==> config.mk <==
export PLATFORM = sky130hd
export DESIGN_NAME = wuf_alu
export DESIGN_NICKNAME = d
export VERILOG_FILES = /design/src/hdl/assert_macros.svh /design/src/hdl/wuf_pkg.sv /design/src/hdl/wuf_alu.sv
export SDC_FILE = /design/constraint.sdc
export NUM_CORES = 1
export LEC_CHECK = 0
export BUFFER_PORTS_ARGS = -buffer_cell sky130_fd_sc_hd__buf_2
export CAP_MARGIN = 20
export CELL_PAD_IN_SITES_DETAIL_PLACEMENT = 0
export CELL_PAD_IN_SITES_GLOBAL_PLACEMENT = 1
export CORE_MARGIN = 5
export CORE_UTILIZATION = 36
export DETAILED_ROUTE_END_ITERATION = 16
export GPL_TIMING_DRIVEN = 0
export PLACE_DENSITY = 0.95
export SLEW_MARGIN = 20
export SYNTH_ARGS = -nofsm -noshare
export SYNTH_HDL_FRONTEND = slang
export SYNTH_SLANG_ARGS = --single-unit
export TNS_END_PERCENT = 20
==> constraint.sdc <==
create_clock -name vclk -period 6.7
set_input_delay 1.34 -clock vclk [all_inputs]
set_output_delay 1.34 -clock vclk [all_outputs]
set_load 0.005 [all_outputs]
==> src/hdl/assert_macros.svh <==
// Assertion macros shared by the wrapping union-find RTL.
// Depends on nothing; included by files that carry concurrent checks.
`ifndef ASSERT_MACROS_SVH
`define ASSERT_MACROS_SVH
`ifndef SYNTHESIS
// Property holds at every clock edge outside reset.
`define WUF_ASSERT(lbl, clk, rst_n, prop, msg) \
    lbl: assert property (@(posedge clk) disable iff (!rst_n) (prop)) else $error(msg);
// Expression never true outside reset.
`define WUF_NEVER(lbl, clk, rst_n, expr, msg) \
    lbl: assert property (@(posedge clk) disable iff (!rst_n) !(expr)) else $error(msg);
`else
`define WUF_ASSERT(lbl, clk, rst_n, prop, msg)
`define WUF_NEVER(lbl, clk, rst_n, expr, msg)
`endif
`endif

==> src/hdl/wuf_pkg.sv <==
// Shared types and constants for the wrapping union-find block.
// No dependencies; imported by every module of the block.
package wuf_pkg;

    localparam int SITE_W    = 10;
    localparam int STEP_W    = 3;
    localparam int OFS_W     = 12;
    localparam int DEF_SITES = 1024;

    typedef enum logic [1:0] {
        OP_CLEAR = 2'd0,
        OP_EDGE  = 2'd1,
        OP_QUERY = 2'd2
    } t_op;

    typedef enum logic [3:0] {
        ST_CLEAR,
        ST_IDLE,
        ST_F1,
        ST_F2,
        ST_J1,
        ST_J2,
        ST_J3,
        ST_J4,
        ST_OUT
    } t_state;

    typedef struct packed {
        logic [OFS_W-1:0] x;
        logic [OFS_W-1:0] y;
    } t_ofs;

    typedef struct packed {
        logic sub;
        t_ofs a;
        t_ofs b;
    } t_alu_req;

endpackage

==> src/hdl/wuf_alu.sv <==
// Shared 2-lane offset adder/subtractor, modulo 2^OFS_W.
// Depends on wuf_pkg.
module wuf_alu
    import wuf_pkg::*;
(
    input  t_alu_req i_req,
    output t_ofs     o_sum
);

    always_comb begin
        if (i_req.sub) begin
            o_sum.x = i_req.a.x - i_req.b.x;
            o_sum.y = i_req.a.y - i_req.b.y;
        end else begin
            o_sum.x = i_req.a.x + i_req.b.x;
            o_sum.y = i_req.a.y + i_req.b.y;
        end
    end

endmodule

* Yosys cells after proc, flatten, opt, wreduce, memory -nomap -nowiden
Cells that the tools add are included.
Storage, ports and cells: flip-flop bits (word level) 0, memories kept 0, word-level logic and storage cells 5, memory bits (writable) 0, ROM bits 0, latch bits 0, bits of input ports 49, output and inout bits 24
Operators by class: $mul 0, reduce and logical (&&, ||, !) cells 0, shifts and indexed selects 0, bitwise operators 0, magnitude comparators 0, equal/unequal tests 0, add/sub/neg operators 4, mux-type cells 1, div/mod/pow operators 0
Operators with widths (number):
- 12-bit adder | 2
- 24-bit two-way mux | 1
- 12-bit subtractor | 2

* Logic depth before layout (Yosys ltp)
depth after elaboration 2, gate-level depth with buffers 12

* Least setup slack after synthesis
Ideal clock, no wire load.
kind input -> output, start in i_req[15] (netlist name), end out o_sum[22] (netlist name), slack 1848 ps, arrival time 3512 ps, data required time 5360 ps, stages 10, cell sequence or3_1 -> nor3b_1 -> nor2_1 -> xnor2_1 -> ha_1 -> or3_1 -> o21bai_1 -> a31oi_1 -> nor3_1 -> a311o_1
RTL lines:
- start: declaration | line wuf_alu.sv:6 | input t_alu_req i_req,
- end: declaration | line wuf_alu.sv:7 | output t_ofs o_sum

==> out/results.env <==
RUN_STATUS='finished, final reports clean'
N_FILL_CELL=422
MAX_SLEW_MARGIN_PCT=65.78
SETUP_TOTAL_NEGATIVE_SLACK_PS=0
TIGHTESTPINTRANSITION_PS=513.3
SYNTH-SEQ-AREA-SHARE_PCT=0
HEIGHT_OF_THE_DIE_UM=73.39
CP.ARRIVAL_PS=4070
SYN2LAYOUT_AREA_GROWTH_PCT=29.58
SYNTH_FP_NETS=278
SYNTH.LIB_CELLS_USED.DISTINCT=42
TIMING.FINAL.CRIT_PERIOD_PS=5405
CLKBUF_COUNT=0
DRIVE_ABOVE_1_SHARE_PCT=28.62
FP-ROW-COUNT=23
POST-ROUTE-WORST-SETUP-SLACK_PS=1295
ROUTABILITYCONGESTION=0.8666
CRITICAL_PATH.STARTPOINT_TYPE='primary input'
ROUTE.FINAL.WIRE_LENGTH_UM=3808
N_SEQUENTIAL_CELL=0
CAP_VIOL_MAX_COUNT=0
DRCVIOLATIONCOUNT=0
WORSTHOLDSTART='i_req[0]'
CORE-AREA_MM2=0.003943
INITIALDRTVIOLATIONCOUNT=68
WORSTPATHREQUIRED_PS=5360
CRIT_PATH_END='o_sum[22]'
STARTING_UTILIZATION_OF_THE_CORE_AREA_PCT=36.69
GRT_START_MAX_NET_PINS=11
ROUTE.ANTENNA.REMAINING_NETS=0
HOLDWS_PS=3043
DIE-AREA_MM2=0.005385
WIRE_PER_INST_UM=11.68
SETUP_VIOL_COUNT_FINAL=0
MAX_CLOCK_FREQ_MHz=185.0
DRT-PASS1-ITER-COUNT=4
PATH_MAX_FANOUT=3
CTS_POST_SETUP_BUFFERS_INSERTED=0
GRT_OVERFLOW_TOTAL=0
MAPPEDNETLISTAREA_MM2=0.001446
VIA_COUNT_OF_THE_FIRST_GLOBAL_ROUTING_PASS=1541
SYN_AVG_CELL_AREA_UM2=7.125
CELLLEAKAGEPOWER_nW=0.8912
PORTBUFFERS=73
SYNTH.YOSYS.WARNINGS=0
VDD.IR_DROP.WORST_V=0.00005263
NUM_VIAS=1624
GRT_ANTENNA_BEFORE_REPAIR=0
HOLD_VIOL=0
VIA_PER_INST=4.982
CRITPATHCAPTURETYPE='output pin'
CP_LAUNCH_POINT='i_req[15]'
POST-PLACE-WS_PS=1334
FOOTPRINT_OF_THE_FLIP_FLOPS_AND_LATCHES_UM2=0
POWER.DENSITY_mW_PER_MM2=126.7
HOLDBUFCOUNTCTS=0
LEADING_POST_SYNTHESIS_CELLS_BY_CELL_AREA='sky130_fd_sc_hd__ha_1 (21%), sky130_fd_sc_hd__xnor2_1 (20%), sky130_fd_sc_hd__nor2_1 (7.5%)'
PLACE_HPWL_UM=3371
FINAL_MAX_SLEW_VIOL_COUNT=0
GRTUSAGETOTAL_PCT=13.73
CTS_RESIZED=0
NETLIST.AREA_LEADER.SHARE_PCT=20.76
CLASSIFICATION_OF_THE_WORST_SETUP_PATH='primary input to output pin'
TIMING.HOLD.WORST.CLASS='primary input to output pin'
RSZ0062_AT_GRT='no'
LAYOUT.NETS=353
GRT_FIRST_PASS_WIRELENGTH_UM=6251
NUM_IO_PINS=73
SYNTH.LARGEST_AREA_CELL='sky130_fd_sc_hd__ha_1'
ANTENNADIODECOUNT=0
MULTI_INPUT_COMB_AREA_MM2=0.001383
PERIOD_SHARE_PCT=80.68
SYNTHESIZED_NETLIST_CELL_COUNT=203
DIE_WIDTH_UM=73.39
worst max-delay path, stage by stage:
cell and delay [ps]:
sky130_fd_sc_hd__buf_2 110, sky130_fd_sc_hd__or3_1 410, sky130_fd_sc_hd__nor3b_1 380, sky130_fd_sc_hd__nor2_1 100, sky130_fd_sc_hd__xnor2_1 150, sky130_fd_sc_hd__ha_1 200, sky130_fd_sc_hd__or3_1 330, sky130_fd_sc_hd__o21bai_1 170
sky130_fd_sc_hd__a31oi_1 350, sky130_fd_sc_hd__nor3_1 90, sky130_fd_sc_hd__a311o_1 280, sky130_fd_sc_hd__buf_2 130
kinds of logic (layout without fill, tap and decap cells):
logic type | after synthesis | count (layout) | synth area share [%]
XOR/XNOR | 38 | 38 | 23.01
multiplexers | 3 | 3 | 2.076
AO/OA/AOI/OAI | 53 | 53 | 23.96
adder cells (fa/ha/maj) | 26 | 26 | 23.53
AND/OR/NAND/NOR | 66 | 66 | 23.01
buffers and inverters | 17 | 90 | 4.412
report_power, final:
group / internal, mW / leakage, nW / switching, mW
Combinational: 0.120 / 0.891 / 0.118
Clock: 0 / 0 / 0
Sequential: 0 / 0 / 0
Total: 0.120 / 0.891 / 0.118
worst min path at each step:
stage	to	depth (start not counted)
after floorplan	o_sum[0]	2
final	o_sum[0]	4
after detailed placement	o_sum[0]	4
after global placement	o_sum[0]	4
after global routing	o_sum[0]	4
after CTS	o_sum[0]	4
through the flow:
stage,utilization (%),cell area [um^2],total power [mW],cells
after detailed placement,47.54,1874,0.2390,326
after CTS,47.54,1874,0.2407,326
after global routing,47.54,1874,0.2683,326
after global placement,47.54,1874,0.2367,326
after floorplan,-,1446,0.1566,203
final,47.54,1874,0.2376,326
per-layer routing:
metal | up-vias | global-route usage [%] | routed length (um)
met2 | 54 | 24.23 | 1704
met5 | - | 0 | 0
met4 | 0 | 0 | 0
met1 | 692 | 19.07 | 1755
met3 | 0 | 1.505 | 347
li1 | 878 | - | -
synthesized netlist by cell type (all sizes together) (2+ instances only):
cell type,n
xor2,5
o21ai,7
buf,2
nor2,29
o21bai,3
ha,24
mux2i,3
nor4,2
nor2b,4
a211oi,2
nand2,6
a21oi,21
o21a,3
or3,2
nand2b,3
xnor2,33
o2111ai,2
or4,3
a31oi,3
o211ai,2
fa,2
nor3,11
inv,14
a21o,3
cells in the final DEF (no fill, tap or decap), drive strengths merged:
| master | n |
|---|---|
| a21oi | 21 |
| clkbuf | 1 |
| nand4 | 1 |
| xnor2 | 33 |
| inv | 14 |
| xor2 | 5 |
| o31ai | 1 |
| o21bai | 3 |
| nor2 | 29 |
| a21o | 3 |
| nor2b | 4 |
| o21a | 3 |
| mux2i | 3 |
| nor4 | 2 |
| nand2b | 3 |
| o2111ai | 2 |
| nor3 | 11 |
| nand3 | 1 |
| or3 | 2 |
| and3 | 1 |
| or4 | 3 |
| ha | 24 |
| o21ai | 7 |
| buf | 75 |
| nand3b | 1 |
| and4bb | 1 |
| a211oi | 2 |
| a221oi | 1 |
| fa | 2 |
| nand2 | 6 |
| nor3b | 1 |
| o31a | 1 |
| o211ai | 2 |
| a311o | 1 |
| o32ai | 1 |
| o41ai | 1 |
| a21boi | 1 |
| a31oi | 3 |
area by class of cell:
class,instances,share of cell area [%]
Multi-Input combinational cell,186,73.77
Tap cell,50,3.338
Inverter,14,2.804
Buffer,3,0.6008
Timing Repair Buffer,73,19.49
Power figures use the tool's default switching activity.
